### config.mk
export PLATFORM = sky130hd
export DESIGN_NAME = fstf_mac
export DESIGN_NICKNAME = d
export VERILOG_FILES = /design/src/design/face_similarity_transform_fit_unit_macros.svh /design/src/design/fstf_pkg.sv /design/src/design/fstf_mac.sv
export SDC_FILE = /design/constraint.sdc
export NUM_CORES = 2
export LEC_CHECK = 0
export ABC_AREA = 1
export BUFFER_PORTS_ARGS = -buffer_cell sky130_fd_sc_hd__buf_2
export CAP_MARGIN = 15
export CORE_UTILIZATION = 60
export CTS_BUF_LIST = sky130_fd_sc_hd__clkbuf_8
export DETAILED_ROUTE_END_ITERATION = 8
export PLACE_DENSITY_LB_ADDON = 0.3
export SYNTH_ARGS = -nofsm -noshare
export SYNTH_HDL_FRONTEND = slang
export SYNTH_SLANG_ARGS = --single-unit
### constraint.sdc
create_clock -name clk -period 21.6 [get_ports clk]
set_input_delay 0 -clock clk [delete_from_list [all_inputs] [get_ports clk]]
set_output_delay 0 -clock clk [all_outputs]
set_load 0.03 [all_outputs]
### src/design/face_similarity_transform_fit_unit_macros.svh
// Assertion macros shared by the face similarity fit RTL.
// Included by the modules that carry checks; needs no package.
`ifndef FACE_SIMILARITY_TRANSFORM_FIT_UNIT_MACROS_SVH
`define FACE_SIMILARITY_TRANSFORM_FIT_UNIT_MACROS_SVH
`ifndef SYNTHESIS
// A property that must hold at every clock edge out of reset.
`define FSTF_ASSERT(lbl, clk, rstn, prop) \
  lbl: assert property (@(posedge clk) disable iff (!rstn) prop) \
    else $error("fstf assertion failed");
// A condition that must never be seen at a clock edge out of reset.
`define FSTF_ASSERT_NEVER(lbl, clk, rstn, cond) \
  lbl: assert property (@(posedge clk) disable iff (!rstn) !(cond)) \
    else $error("fstf forbidden condition seen");
`else
`define FSTF_ASSERT(lbl, clk, rstn, prop)
`define FSTF_ASSERT_NEVER(lbl, clk, rstn, cond)
`endif
`endif

### src/design/fstf_pkg.sv
// Package for the face similarity fit: reference landmarks, derived
// normal-equation constants and the types shared between modules. No dependencies.
`default_nettype none

package fstf_pkg;

  // Reference landmarks in Q.16 pixels.
  localparam longint REF_X0 = 64'sd1985387;
  localparam longint REF_X1 = 64'sd4294692;
  localparam longint REF_X2 = 64'sd3147379;
  localparam longint REF_X3 = 64'sd2198687;
  localparam longint REF_X4 = 64'sd4111067;
  localparam longint REF_Y0 = 64'sd3387969;
  localparam longint REF_Y1 = 64'sd3375196;
  localparam longint REF_Y2 = 64'sd4701330;
  localparam longint REF_Y3 = 64'sd6053265;
  localparam longint REF_Y4 = 64'sd6042688;

  // Reference sums and the normal-equation determinant (Q.16 and Q.32).
  localparam longint SX = REF_X0 + REF_X1 + REF_X2 + REF_X3 + REF_X4;
  localparam longint SY = REF_Y0 + REF_Y1 + REF_Y2 + REF_Y3 + REF_Y4;
  localparam longint SQ = REF_X0 * REF_X0 + REF_X1 * REF_X1 + REF_X2 * REF_X2
                        + REF_X3 * REF_X3 + REF_X4 * REF_X4
                        + REF_Y0 * REF_Y0 + REF_Y1 * REF_Y1 + REF_Y2 * REF_Y2
                        + REF_Y3 * REF_Y3 + REF_Y4 * REF_Y4;
  localparam longint DEN = 5 * SQ - SX * SX - SY * SY;

  // Fit is good when Nc^2 + Ns^2 reaches the ceiling of den^2 / (2^16 * 1e8).
  localparam logic [127:0] THRESH = 128'd6553600000000;
  localparam logic [127:0] DEN_SQ = 128'(DEN) * 128'(DEN);
  localparam logic [127:0] S_MIN  = (DEN_SQ + THRESH - 128'd1) / THRESH;

  // Target-side centroid terms in Q.24, with and without the square shift.
  localparam longint SHIFT5  = 64'sd2621440;
  localparam longint MX_SQ   = ((SX + SHIFT5) * 256 + 2) / 5;
  localparam longint MX_RECT = (SX * 256 + 2) / 5;
  localparam longint MY      = (SY * 256 + 2) / 5;

  // Shared multiply / divide unit operation.
  typedef enum logic [0:0] {
    MDU_MUL = 1'b0,
    MDU_DIV = 1'b1
  } mdu_op_t;

  typedef struct packed {
    logic    start;
    mdu_op_t op;
  } mdu_req_t;

  // Point accumulator control.
  typedef struct packed {
    logic start;
    logic clear;
  } mac_ctl_t;

  function automatic logic [23:0] ref_x(input logic [2:0] k);
    logic [23:0] r;
    case (k)
      3'd0:    r = 24'(REF_X0);
      3'd1:    r = 24'(REF_X1);
      3'd2:    r = 24'(REF_X2);
      3'd3:    r = 24'(REF_X3);
      3'd4:    r = 24'(REF_X4);
      default: r = '0;
    endcase
    return r;
  endfunction

  function automatic logic [23:0] ref_y(input logic [2:0] k);
    logic [23:0] r;
    case (k)
      3'd0:    r = 24'(REF_Y0);
      3'd1:    r = 24'(REF_Y1);
      3'd2:    r = 24'(REF_Y2);
      3'd3:    r = 24'(REF_Y3);
      3'd4:    r = 24'(REF_Y4);
      default: r = '0;
    endcase
    return r;
  endfunction

endpackage

`default_nettype wire

### src/design/fstf_mac.sv
// Landmark moment accumulator: one 25x21 multiply-accumulate per cycle.
// Depends on fstf_pkg for the reference table and control struct.
`default_nettype none

module fstf_mac (
  input  logic                clk,
  input  logic                rst_n,
  input  fstf_pkg::mac_ctl_t  ctl,
  input  logic signed [20:0]  pt_u,
  input  logic signed [20:0]  pt_v,
  input  logic [2:0]          pt_idx,
  output logic                done,
  output logic signed [47:0]  m0,
  output logic signed [47:0]  m1,
  output logic signed [23:0]  m2,
  output logic signed [23:0]  m3
);

  logic               busy_r;
  logic               done_r;
  logic [1:0]         cnt_r;
  logic signed [20:0] u_r;
  logic signed [20:0] v_r;
  logic [2:0]         idx_r;
  logic signed [47:0] m0_r;
  logic signed [47:0] m1_r;
  logic signed [23:0] m2_r;
  logic signed [23:0] m3_r;

  logic signed [24:0] ref_s;
  logic signed [20:0] opnd;
  logic signed [45:0] prod;
  logic signed [47:0] prod_ext;

  // Pick reference coordinate and landmark coordinate for this cycle.
  always_comb begin
    if (cnt_r == 2'd0 || cnt_r == 2'd3) begin
      ref_s = $signed({1'b0, fstf_pkg::ref_x(idx_r)});
    end else begin
      ref_s = $signed({1'b0, fstf_pkg::ref_y(idx_r)});
    end
    if (cnt_r == 2'd0 || cnt_r == 2'd2) begin
      opnd = u_r;
    end else begin
      opnd = v_r;
    end
  end

  assign prod     = ref_s * opnd;
  assign prod_ext = {{2{prod[45]}}, prod};

  // Landmark capture and operand hold.
  always_ff @(posedge clk) begin
    if (ctl.start) begin
      u_r   <= pt_u;
      v_r   <= pt_v;
      idx_r <= pt_idx;
    end
  end

  // Sequencing and the four moment sums.
  always_ff @(posedge clk) begin
    if (!rst_n) begin
      busy_r <= 1'b0;
      done_r <= 1'b0;
      cnt_r  <= '0;
      m0_r   <= '0;
      m1_r   <= '0;
      m2_r   <= '0;
      m3_r   <= '0;
    end else begin
      done_r <= 1'b0;
      if (ctl.clear) begin
        m0_r <= '0;
        m1_r <= '0;
        m2_r <= '0;
        m3_r <= '0;
      end else if (ctl.start) begin
        busy_r <= 1'b1;
        cnt_r  <= '0;
        m2_r   <= m2_r + {{3{pt_u[20]}}, pt_u};
        m3_r   <= m3_r + {{3{pt_v[20]}}, pt_v};
      end else if (busy_r) begin
        case (cnt_r)
          2'd0:    m0_r <= m0_r + prod_ext;
          2'd1:    m0_r <= m0_r + prod_ext;
          2'd2:    m1_r <= m1_r + prod_ext;
          default: m1_r <= m1_r - prod_ext;
        endcase
        cnt_r <= cnt_r + 2'd1;
        if (cnt_r == 2'd3) begin
          busy_r <= 1'b0;
          done_r <= 1'b1;
        end
      end
    end
  end

  assign done = done_r;
  assign m0   = m0_r;
  assign m1   = m1_r;
  assign m2   = m2_r;
  assign m3   = m3_r;

endmodule

`default_nettype wire

==> results.md <==
Global routing:
- Entering global routing, the biggest net connects 70 pins.
- The aggregate global-route resource usage is 40.53%.
- Global routing finished with a remaining overflow of 0.
- The number of antenna violations at the first check in global routing is 4.
- The first global-routing pass estimated 177200 microns of wire.
- The via count of the first global-routing pass is 31713.

Route:
- The number of design-rule violations left by the first detailed-router iteration is 3043.
- The first TritonRoute pass finished after 5 iterations.
- The post-detailed-routing wire length is 112900 microns.
- In this run the remaining antenna-violating nets after routing total 0.
- In the routed layout, each cell is associated on average with a via count of 5.607.
- The wire length on met3 is 11030 microns.
- The length of routed met2 wiring is 49610 microns.
- The via count of the routed design is 32547.
- The highest layer touched by signal routing is met5.
- In the final routing, the length of wire on met1 measures 45710 microns.
- The detailed-route wire length per cell is 19.45 microns.
- The detailed-route DRC error count is 0.

Logic synthesis:
- The flip-flop and latch count after synthesis is 193.
- The count of yosys warnings during synthesis is 0.
- Counting flops with an async set or reset pin after synthesis yields a share of 0%.
- The largest area contributor in the netlist is fa_1.
- Among all flip-flop cells after synthesis, the most frequent one is dfxtp_1.
- The synthesized design devotes to its leading area cell type 23.75% of total area.
- The unique cell type count in the Yosys netlist is 56.
- Dividing the synthesized area by the synthesized cell count gives 6.977 sq um.
- The number of flops mapped to enable cells by yosys is 45.
- The number of nets handed over by synthesis was 5630.
- The cell area after synthesis is 0.03380 sq mm.
- Sequential cells were found to cover 12.76% of the synthesized design area.
- The synthesized netlist cell count is 4845.
- Sorting the synthesized cells by area gives the leading types as fa_1 (24%), ha_1 (12%), inv_1 (12%).

Worst setup path:
- The arrival time at the worst endpoint is 12.63 ns.
- STA puts the critical path data required time at 22.09 ns.
- The nature of the critical path startpoint is a flop.
- The peak per-stage delay on the critical path is 0.84 ns.
- Along the worst path, the maximum fanout reaches 42.
- The slowest stage of the critical path is the ha_1 cell.
- The critical path is of the reg -> reg type.
- STA classifies the critical path endpoint as a flop.
- Among the stages of the critical path, the cell type that occurs most often is inv_1.

Die:
- Once the floorplan was initialized, standard cells occupied 61.00% of the core.
- The boundary pin count is 194.
- After floorplanning, the core was divided into 86 placement rows.
- The die is 239.4 microns tall.
- The die is 239.4 microns wide.
- The floorplan step defined a die boundary enclosing 0.05729 sq mm.
- The core area is 0.05542 sq mm.

Timing:
- The worst pin sits at a relative slew slack of 31.44%.
- The total negative slack for setup checks is 0 ns.
- The worst hold slack across all endpoints is 0.1833 ns.
- The post-route clock period utilization is 56.20%.
- The count of endpoints failing setup in the final report is 0.
- On the final layout, the worst clock skew is 0.01985 ns.
- The total count of hold-check failures in the final report came to 0.
- The clock period minus worst slack is 12.14 ns.
- The final max-slew violation count is 0.
- For this run, the top clock speed supported by timing is 82.38 MHz.
- For the pin with the worst max-slew slack, the measured transition is 1.027 ns.
- Setup repair after global routing left no endpoint under its margin.

Final layout:
- The total number of nets in the final design is 5826.
- The multi-input combinational cell area is 0.02486 sq mm.
- Registers take 0.004314 sq mm.
- Once layout is complete, the utilization of the core stands at 65.92%.
- The filler cells instantiated in the layout total 5062.
- The fraction of layout cells with a size suffix above 1 is 6.866%.
- The area growth from synthesis to layout is 8.069%.
- The library cells used most frequently in the layout, excluding fill and tap cells, are inv_1 (1108), nand2_1 (889), nor2_1 (720), fa_1 (401), ha_1 (335).
- The finished layout holds 5805 standard cells, fillers aside.
- Leaving out fill and tap cells, the most frequent cell in the layout is inv_1.

Placed design:
- The sum of net half-perimeters after detailed placement is 93280 microns.
- The total of buffers placed on input and output ports is 193.
- Counting tap cells, the placed design contains a total of 5720 instances.
- The placer congestion estimate is 1.039.

Run:
- Max-cap violations in this run came to 0.

Clock network:
- For the worst-skew pair, the clock arrives at the later sink with an insertion delay of 0.55 ns.
- TritonCTS built the clock tree.
- The cell at the root of the clock tree is clkbuf_8.
- Buffers added to address setup during post-CTS repair amount to 0.
- Clock-pin slew was measured on the worst setup and hold paths at 0.12 ns.
- Clock tree synthesis found a total of 193 sinks.
- Counting the buffers created by CTS gives 17.
- The maximum level of the CTS H-tree is 4.
- Counting along the longest clock path gives a buffer depth of 2.

Status:
- The run finished with clean final reports.

Min path:
- The tightest min-delay check is of the in -> reg type.
## timing repair
item | 4_1_cts | 5_1_grt
hold endpoints to repair | 68 | 0
gates resized for setup | 0 | 0
setup endpoints to repair | 0 | 0
hold buffers | 50 | 0
## kinds of logic (layout without fill, tap and decap cells)
group	count (synthesis)	count (layout)	share of synthesized area [%]
flip-flops	193	193	12.76
other	0	3	0
XOR/XNOR	169	169	4.423
adder cells (fa/ha/maj)	736	736	36.15
AO/OA/AOI/OAI	637	637	10.35
AND/OR/NAND/NOR	1871	1871	22.53
buffers and inverters	1239	1448	13.78
## synth_stat cells (55+ instances only)
cell type and count:
inv_1 1108, xnor2_1 55, nand3_1 116, fa_1 401
ha_1 335, o21ai_0 233, clkbuf_1 94, xor2_1 112
a21oi_1 248, nor2_1 722, dfxtp_1 148, nand2_1 889
## per-layer routing
metal	vias up	GRT usage (%)
li1	15222	-
met3	351	7.456
met4	2	21.56
met5	-	0
met2	1643	63.36
met1	15329	53.34
## through the flow
step,setup WS [ns],area [sq um]
floorplan,12.36,33800
global placement,9.219,35620
detailed placement,9.955,35630
CTS,9.847,36520
global route,8.884,36530
finish,9.462,36530
## area by class of cell
class                           count  share of cell area (%)
Multi-Input combinational cell   3413                   68.04
Sequential cell                   193                   11.81
Inverter                         1132                   11.63
Timing Repair Buffer              284                   4.864
Tap cell                          748                   2.562
Clock buffer                       18                  0.6782
Clock inverter                     14                  0.3939
Antenna cell                        3                 0.02055
## state kept, by name, indices dropped and copies added (netlist names)
signal,cells
m0,48
m1,48
m2,24
m3,24
u_r,21
v_r,21
idx_r,3
cnt_r,2
busy_r,1
done,1
## critical path: cells and delay by family, from the launching register on
family	cells	cell delay (ns)
fa+ha+maj	10	5.23
simple gates	17	2.82
compound gates	5	1.56
buf+inv	10	1.43
xor+xnor	2	0.68
flops	1	0.36
## path summary, 6_finish.rpt
| path | startpoint | end | slack (ns) | cells after the start |
|---|---|---|---|---|
| worst max-delay path | cnt_r[0] | m1[37] | 9.46 | 44 |
| worst min-delay path | pt_v[8] | v_r[8] | 0.18 | 2 |
| worst max register to register | cnt_r[0] | m1[37] | 9.46 | 44 |
| worst min register to register | m0[47] | m0[47] | 0.48 | 2 |
Power is left out: the tool's default activity adds up to more than one toggle a clock period on the data nets, which glitch-free logic cannot reach.
