<file path="config.mk">
export PLATFORM = sky130hd
export DESIGN_NAME = fstf_mdu
export DESIGN_NICKNAME = d
export VERILOG_FILES = /design/src/design/fstf_pkg.sv /design/src/design/fstf_mdu.sv
export VERILOG_INCLUDE_DIRS = /design/src /design/src/design
export SDC_FILE = /design/constraint.sdc
export NUM_CORES = 1
export LEC_CHECK = 0
export BUFFER_PORTS_ARGS = -buffer_cell sky130_fd_sc_hd__buf_2
export CORE_MARGIN = 5
export CORE_UTILIZATION = 57
export CTS_BUF_LIST = sky130_fd_sc_hd__clkbuf_4 sky130_fd_sc_hd__clkbuf_8 sky130_fd_sc_hd__clkbuf_16
export DETAILED_ROUTE_END_ITERATION = 8
export GPL_TIMING_DRIVEN = 0
export PLACE_DENSITY = 0.9
export SKIP_LAST_GASP = 1
export SYNTH_ARGS = -nofsm -noshare
export SYNTH_HDL_FRONTEND = slang
export SYNTH_SLANG_ARGS = --single-unit
</file>
<file path="constraint.sdc">
create_clock -name clk -period 7.3 [get_ports clk]
set_clock_uncertainty 0.15 [all_clocks]
set_input_delay 0.73 -clock clk [delete_from_list [all_inputs] [get_ports clk]]
set_output_delay 0.73 -clock clk [all_outputs]
set_load 0.01 [all_outputs]
</file>
<file path="src/design/face_similarity_transform_fit_unit_macros.svh">
// Assertion macros shared by the face similarity fit RTL.
// Included by the modules that carry checks; needs no package.
`ifndef FACE_SIMILARITY_TRANSFORM_FIT_UNIT_MACROS_SVH
`define FACE_SIMILARITY_TRANSFORM_FIT_UNIT_MACROS_SVH
`ifndef SYNTHESIS
// A property that must hold at every clock edge out of reset.
`define FSTF_ASSERT(lbl, clk, rstn, prop) \
  lbl: assert property (@(posedge clk) disable iff (!rstn) prop) \
    else $error("fstf assertion failed");
// A condition that must never be seen at a clock edge out of reset.
`define FSTF_ASSERT_NEVER(lbl, clk, rstn, cond) \
  lbl: assert property (@(posedge clk) disable iff (!rstn) !(cond)) \
    else $error("fstf forbidden condition seen");
`else
`define FSTF_ASSERT(lbl, clk, rstn, prop)
`define FSTF_ASSERT_NEVER(lbl, clk, rstn, cond)
`endif
`endif

</file>
<file path="src/design/fstf_pkg.sv">
// Package for the face similarity fit: reference landmarks, derived
// normal-equation constants and the types shared between modules. No dependencies.
`default_nettype none

package fstf_pkg;

  // Reference landmarks in Q.16 pixels.
  localparam longint REF_X0 = 64'sd1985387;
  localparam longint REF_X1 = 64'sd4294692;
  localparam longint REF_X2 = 64'sd3147379;
  localparam longint REF_X3 = 64'sd2198687;
  localparam longint REF_X4 = 64'sd4111067;
  localparam longint REF_Y0 = 64'sd3387969;
  localparam longint REF_Y1 = 64'sd3375196;
  localparam longint REF_Y2 = 64'sd4701330;
  localparam longint REF_Y3 = 64'sd6053265;
  localparam longint REF_Y4 = 64'sd6042688;

  // Reference sums and the normal-equation determinant (Q.16 and Q.32).
  localparam longint SX = REF_X0 + REF_X1 + REF_X2 + REF_X3 + REF_X4;
  localparam longint SY = REF_Y0 + REF_Y1 + REF_Y2 + REF_Y3 + REF_Y4;
  localparam longint SQ = REF_X0 * REF_X0 + REF_X1 * REF_X1 + REF_X2 * REF_X2
                        + REF_X3 * REF_X3 + REF_X4 * REF_X4
                        + REF_Y0 * REF_Y0 + REF_Y1 * REF_Y1 + REF_Y2 * REF_Y2
                        + REF_Y3 * REF_Y3 + REF_Y4 * REF_Y4;
  localparam longint DEN = 5 * SQ - SX * SX - SY * SY;

  // Fit is good when Nc^2 + Ns^2 reaches the ceiling of den^2 / (2^16 * 1e8).
  localparam logic [127:0] THRESH = 128'd6553600000000;
  localparam logic [127:0] DEN_SQ = 128'(DEN) * 128'(DEN);
  localparam logic [127:0] S_MIN  = (DEN_SQ + THRESH - 128'd1) / THRESH;

  // Target-side centroid terms in Q.24, with and without the square shift.
  localparam longint SHIFT5  = 64'sd2621440;
  localparam longint MX_SQ   = ((SX + SHIFT5) * 256 + 2) / 5;
  localparam longint MX_RECT = (SX * 256 + 2) / 5;
  localparam longint MY      = (SY * 256 + 2) / 5;

  // Shared multiply / divide unit operation.
  typedef enum logic [0:0] {
    MDU_MUL = 1'b0,
    MDU_DIV = 1'b1
  } mdu_op_t;

  typedef struct packed {
    logic    start;
    mdu_op_t op;
  } mdu_req_t;

  // Point accumulator control.
  typedef struct packed {
    logic start;
    logic clear;
  } mac_ctl_t;

  function automatic logic [23:0] ref_x(input logic [2:0] k);
    logic [23:0] r;
    case (k)
      3'd0:    r = 24'(REF_X0);
      3'd1:    r = 24'(REF_X1);
      3'd2:    r = 24'(REF_X2);
      3'd3:    r = 24'(REF_X3);
      3'd4:    r = 24'(REF_X4);
      default: r = '0;
    endcase
    return r;
  endfunction

  function automatic logic [23:0] ref_y(input logic [2:0] k);
    logic [23:0] r;
    case (k)
      3'd0:    r = 24'(REF_Y0);
      3'd1:    r = 24'(REF_Y1);
      3'd2:    r = 24'(REF_Y2);
      3'd3:    r = 24'(REF_Y3);
      3'd4:    r = 24'(REF_Y4);
      default: r = '0;
    endcase
    return r;
  endfunction

endpackage

`default_nettype wire

</file>
<file path="src/design/fstf_mdu.sv">
// Shared bit-serial unit: 64x64 unsigned multiply and 128/128 restoring divide
// over one 129-bit adder. Depends on fstf_pkg and the assertion macro header.
`default_nettype none
`include "face_similarity_transform_fit_unit_macros.svh"

module fstf_mdu (
  input  logic               clk,
  input  logic               rst_n,
  input  fstf_pkg::mdu_req_t req,
  input  logic [127:0]       op_a,
  input  logic [127:0]       op_b,
  output logic               busy,
  output logic               done,
  output logic [127:0]       acc,
  output logic [127:0]       quo
);

  logic              busy_r;
  logic              done_r;
  fstf_pkg::mdu_op_t op_r;
  logic [6:0]        cnt_r;
  logic [127:0]      acc_r;
  logic [127:0]      sh_r;
  logic [127:0]      arg_r;

  logic              is_div;
  logic              last;
  logic [128:0]      rs;
  logic [128:0]      base;
  logic [128:0]      addend;
  logic [128:0]      sum;

  // One adder: accumulate for multiply, trial subtract for divide.
  assign is_div = (op_r == fstf_pkg::MDU_DIV);
  assign rs     = {acc_r, sh_r[127]};
  assign base   = is_div ? rs : {1'b0, acc_r};
  assign addend = is_div ? ~{1'b0, arg_r} : {1'b0, sh_r};
  assign sum    = base + addend + {128'd0, is_div};
  assign last   = is_div ? (cnt_r == 7'd127) : (cnt_r == 7'd63);

  // Iteration control.
  always_ff @(posedge clk) begin
    if (!rst_n) begin
      busy_r <= 1'b0;
      done_r <= 1'b0;
      cnt_r  <= '0;
      op_r   <= fstf_pkg::MDU_MUL;
    end else begin
      done_r <= 1'b0;
      if (req.start) begin
        busy_r <= 1'b1;
        cnt_r  <= '0;
        op_r   <= req.op;
      end else if (busy_r) begin
        cnt_r <= cnt_r + 7'd1;
        if (last) begin
          busy_r <= 1'b0;
          done_r <= 1'b1;
        end
      end
    end
  end

  // Datapath: product or remainder in acc_r, multiplicand or numerator/quotient in sh_r.
  always_ff @(posedge clk) begin
    if (req.start) begin
      acc_r <= '0;
      sh_r  <= op_a;
      arg_r <= op_b;
    end else if (busy_r) begin
      if (is_div) begin
        if (!sum[128]) begin
          acc_r <= sum[127:0];
          sh_r  <= {sh_r[126:0], 1'b1};
        end else begin
          acc_r <= rs[127:0];
          sh_r  <= {sh_r[126:0], 1'b0};
        end
      end else begin
        if (arg_r[0]) begin
          acc_r <= sum[127:0];
        end
        sh_r  <= {sh_r[126:0], 1'b0};
        arg_r <= {1'b0, arg_r[127:1]};
      end
    end
  end

  assign busy = busy_r;
  assign done = done_r;
  assign acc  = acc_r;
  assign quo  = sh_r;

  `FSTF_ASSERT_NEVER(a_mdu_start_busy, clk, rst_n, req.start && busy_r)
  `FSTF_ASSERT(a_mdu_done_after_busy, clk, rst_n, done_r |-> $past(busy_r))
  `FSTF_ASSERT_NEVER(a_mdu_mul_count, clk, rst_n, busy_r && !is_div && (cnt_r > 7'd63))

endmodule

`default_nettype wire

</file>
==> results.py <==
metrics = {
    "outcome": {
        "status": "finished with violations",
        "violations": "design-rule violations, max-capacitance violations, max-slew violations",
    },
    "grt": {
        "grt_pass1_vias": 27973,
        "grt_util_all_layers_pct": 40.69,
        "grt_start_max_net_pins": 63,
        "grt_pass1_wl_um": 169500,
        "overflow": 0,
        "antenna_found_initial": 2,
    },
    "sta": {
        "fin_crit_ns": 7.228,
        "max_freq_mhz": 138.3,
        "hold_viol": 0,
        "slew_violations": 11,
        "setup_slack_ns": 0.07163,
        "worst_pin_slew_ns": 1.544,
        "grt_setup_unrepaired": "true",
        "finalCritPeriodShare_pct": 99.02,
        "setup_violations": 0,
        "worst_slew_margin_rel_pct": -2.913,
    },
    "worst_setup_path": {
        "cp_num_cells": 21,
        "arrival_ns": 7.59,
        "crit_chain": "clkbuf_1, buf_2, clkbuf_2, clkbuf_2, nor2_1, a21oi_1, fa_1, a21o_1, a21oi_1, o211ai_1, nand3_1, a2111oi_2, or3_1, clkbuf_1, a31oi_2, mux2i_1, buf_4, buf_4, buf_2, nand2_1, a31oi_1",
        "slowest_stage": "a2111oi_2",
        "crit_fanout": 10,
        "worstSetupEndpointType": "flip-flop",
        "worstSetupPathType": "flip-flop to flip-flop",
        "ff2ff_path_depth": 21,
        "critPathBufInv": 8,
        "startpoint_type": "flip-flop",
        "slowest_delay_ns": 0.73,
        "crit_family": "buffers and inverters",
        "worstPathRequired_ns": 7.66,
    },
    "routing": {
        "dr.pass1.iters": 8,
        "ant_nets": 0,
        "route.detailed.drc": 2,
        "drt-initial-drc-count": 3403,
        "wire_per_inst_um": 26.41,
        "routed_wl_um": 115500,
        "num_vias": 28636,
        "via_per_inst": 6.548,
    },
    "synth": {
        "synth_area_mm2": 0.02804,
        "seq_area_frac_synth_pct": 37.27,
        "ys_ff_latch": 394,
        "netlist_instances": 3100,
        "synth_nets": 3490,
        "ys_warn_count": 0,
        "avgSynthCellArea_um2": 9.045,
        "synth_ff_type": "edfxtp_1",
        "async_flop_share_pct": 0,
        "ys_types": 83,
        "synth-edff-count": 256,
    },
    "clocking": {
        "postCtsSetupBuffers": 0,
        "clkLatencyLatePin_ns": 0.61,
        "cts_tree": "built",
        "clockRootBuffer": "clkbuf_16",
        "cts_made_buffers": 44,
        "path_clk_slew_ns": 0.07,
        "htreeDepth": 2,
        "cts.sinks": 394,
        "clockBufferDepth": 3,
        "cts.hold.buffers_added": 0,
    },
    "floorplanning": {
        "die_height_um": 231.8,
        "dieArea_mm2": 0.05373,
        "fp.dieW_um": 231.8,
        "io_pins": 518,
        "core_area_mm2": 0.04885,
        "initial_core_util_pct": 57.40,
        "rows": 81,
    },
    "power_and_ir_drop": {
        "ir_worst_vdd_mv": 0.2331,
        "power_density_mw_per_mm2": 254.8,
        "p_leak_nw": 14.01,
    },
    "place": {
        "io_buffers": 517,
        "dp_hpwl_um": 88720,
        "gp_congestion": 1.056,
        "dp_cells": 4285,
        "pre_cts_slack_ns": -1.127,
    },
    "cells_and_area": {
        "instances_no_fill": 4373,
        "syn_to_final_growth_pct": 18.42,
        "drive_gt1_share_pct": 28.80,
        "fin_nets": 4056,
        "layout_common_cells": "552 x buf_2, 431 x a21oi_1, 380 x mux2_2, 348 x nor2_1",
        "final_common_cell": "buf_2",
    },
    "hold_path": {
        "hp-class": "primary input to flip-flop",
        "hold_depth": 2,
    },
    "job": {
        "max-cap-violations": 1,
    },
}
==> report_power, final <==
part           internal [mW]  leakage [nW]  switching [mW]
sequential              2.65          3.70           0.254
clock                   1.47         0.785            1.03
combinational           1.12          9.52            1.92
total                   5.25          14.0            3.21
==> worst paths after layout <==
check	from	to	slack (ns)
setup / recovery	is_div	acc[70]	0.07
hold / removal	rst_n	busy	0.26
setup reg to reg	is_div	acc[70]	0.07
hold reg to reg	cnt_r[5]	cnt_r[5]	0.35
==> cell type report <==
| type | count | area, um^2 |
|---|---|---|
| Sequential cell | 394 | 10450 |
| Timing Repair Buffer | 521 | 2690 |
| Clock inverter | 25 | 327.8 |
| Antenna cell | 7 | 17.52 |
| Multi-Input combinational cell | 2444 | 16540 |
| Buffer | 213 | 905.9 |
| Tap cell | 664 | 830.8 |
| Inverter | 48 | 180.2 |
| Fill cell | 3899 | 15640 |
| Clock buffer | 57 | 1260 |
==> worst register-to-register path, cell delays in order, from the launching register on <==
cell       delay [ns]
dfxtp_1          0.31
clkbuf_1         0.33
buf_2            0.51
clkbuf_2         0.55
clkbuf_2         0.51
nor2_1           0.13
a21oi_1          0.33
fa_1             0.29
a21o_1           0.12
a21oi_1          0.10
o211ai_1         0.29
nand3_1          0.26
a2111oi_2        0.73
or3_1            0.19
clkbuf_1         0.42
a31oi_2          0.30
mux2i_1          0.26
buf_4            0.26
buf_4            0.25
buf_2            0.47
nand2_1          0.14
a31oi_1          0.24
==> Yosys cell counts (all sizes together) (4+ instances only) <==
master / number / area (um^2)
nor2: 348 / 1306
a31oi: 41 / 269.0
o211ai: 13 / 97.59
a311oi: 18 / 157.7
mux2: 381 / 4290
ha: 128 / 1602
o21a: 20 / 150.1
nor3: 48 / 240.2
inv: 48 / 180.2
xnor2: 70 / 620.6
dfxtp: 138 / 2763
buf: 61 / 312.8
a21boi: 8 / 60.06
and2: 10 / 62.56
nand2: 257 / 967.2
clkbuf: 153 / 574.3
or4: 7 / 60.06
nand3b: 4 / 30.03
o21ai: 171 / 855.8
o311ai: 4 / 35.04
nor4: 7 / 50.05
a221oi: 8 / 70.07
mux2i: 9 / 90.09
nor2b: 14 / 87.58
o31ai: 10 / 80.07
o22ai: 11 / 68.82
or3: 13 / 81.33
nand3: 43 / 215.2
nand2b: 9 / 56.30
a21o: 61 / 457.9
and3: 24 / 150.1
nand4: 72 / 450.4
o21bai: 46 / 345.3
a21oi: 431 / 2157
a211oi: 48 / 365.3
xor2: 44 / 385.4
edfxtp: 256 / 7687
a2111oi: 4 / 41.29
and4: 8 / 70.07
or2: 7 / 43.80
==> per-layer routing <==
metal	up-vias	wire length [um]	track usage, %
li1	12644	-	-
met1	13583	42630	49.90
met2	1942	52950	66.35
met3	467	12440	10.16
met4	0	7489	21.62
met5	-	0	0
==> kinds of logic (layout without fill, tap and decap cells) <==
kind of cell / after synthesis / after routing / share of synthesized area, %
other: 0 / 7 / 0
adders and majority gates: 130 / 130 / 5.855
xor gates and xnor gates: 114 / 114 / 3.588
buffers and inverters: 262 / 864 / 3.806
muxes: 390 / 390 / 15.62
DFF: 394 / 394 / 37.27
AOI/OAI and AO/OA: 933 / 933 / 19.87
and+or+nand+nor: 877 / 877 / 13.99
==> through the flow <==
| step | TNS (ns) | util (%) | instance area (um^2) | hold slack, ns | power (mW) |
|---|---|---|---|---|---|
| finish | 0 | 67.98 | 33210 | 0.2587 | 8.460 |
| global route | -0.04695 | 67.94 | 33190 | 0.2597 | 8.782 |
| CTS | 0 | 67.90 | 33170 | 0.2458 | 8.331 |
| detailed placement | -114.88 | 64.63 | 31570 | 0.3379 | 5.853 |
| global placement | -239.28 | 64.40 | 31460 | 0.3251 | 5.810 |
| floorplan | 0 | - | 28040 | 0.3084 | 4.844 |
==> state kept, by name, indices dropped and copies added, names as in the netlist <==
| register | count |
|---|---|
| cnt_r | 7 |
| arg_r | 128 |
| acc | 128 |
| is_div | 1 |
| done | 1 |
| busy | 1 |
| quo | 128 |
==> what timing repair did <==
action | 4_1_cts | 5_1_grt
gates cloned | 0 | 0
pin swaps | 0 | 0
resized for setup | 10 | 28
hold endpoints to repair | 0 | 0
endpoints found under the setup margin | 129 | 128
(Power assumes the default switching activity.)
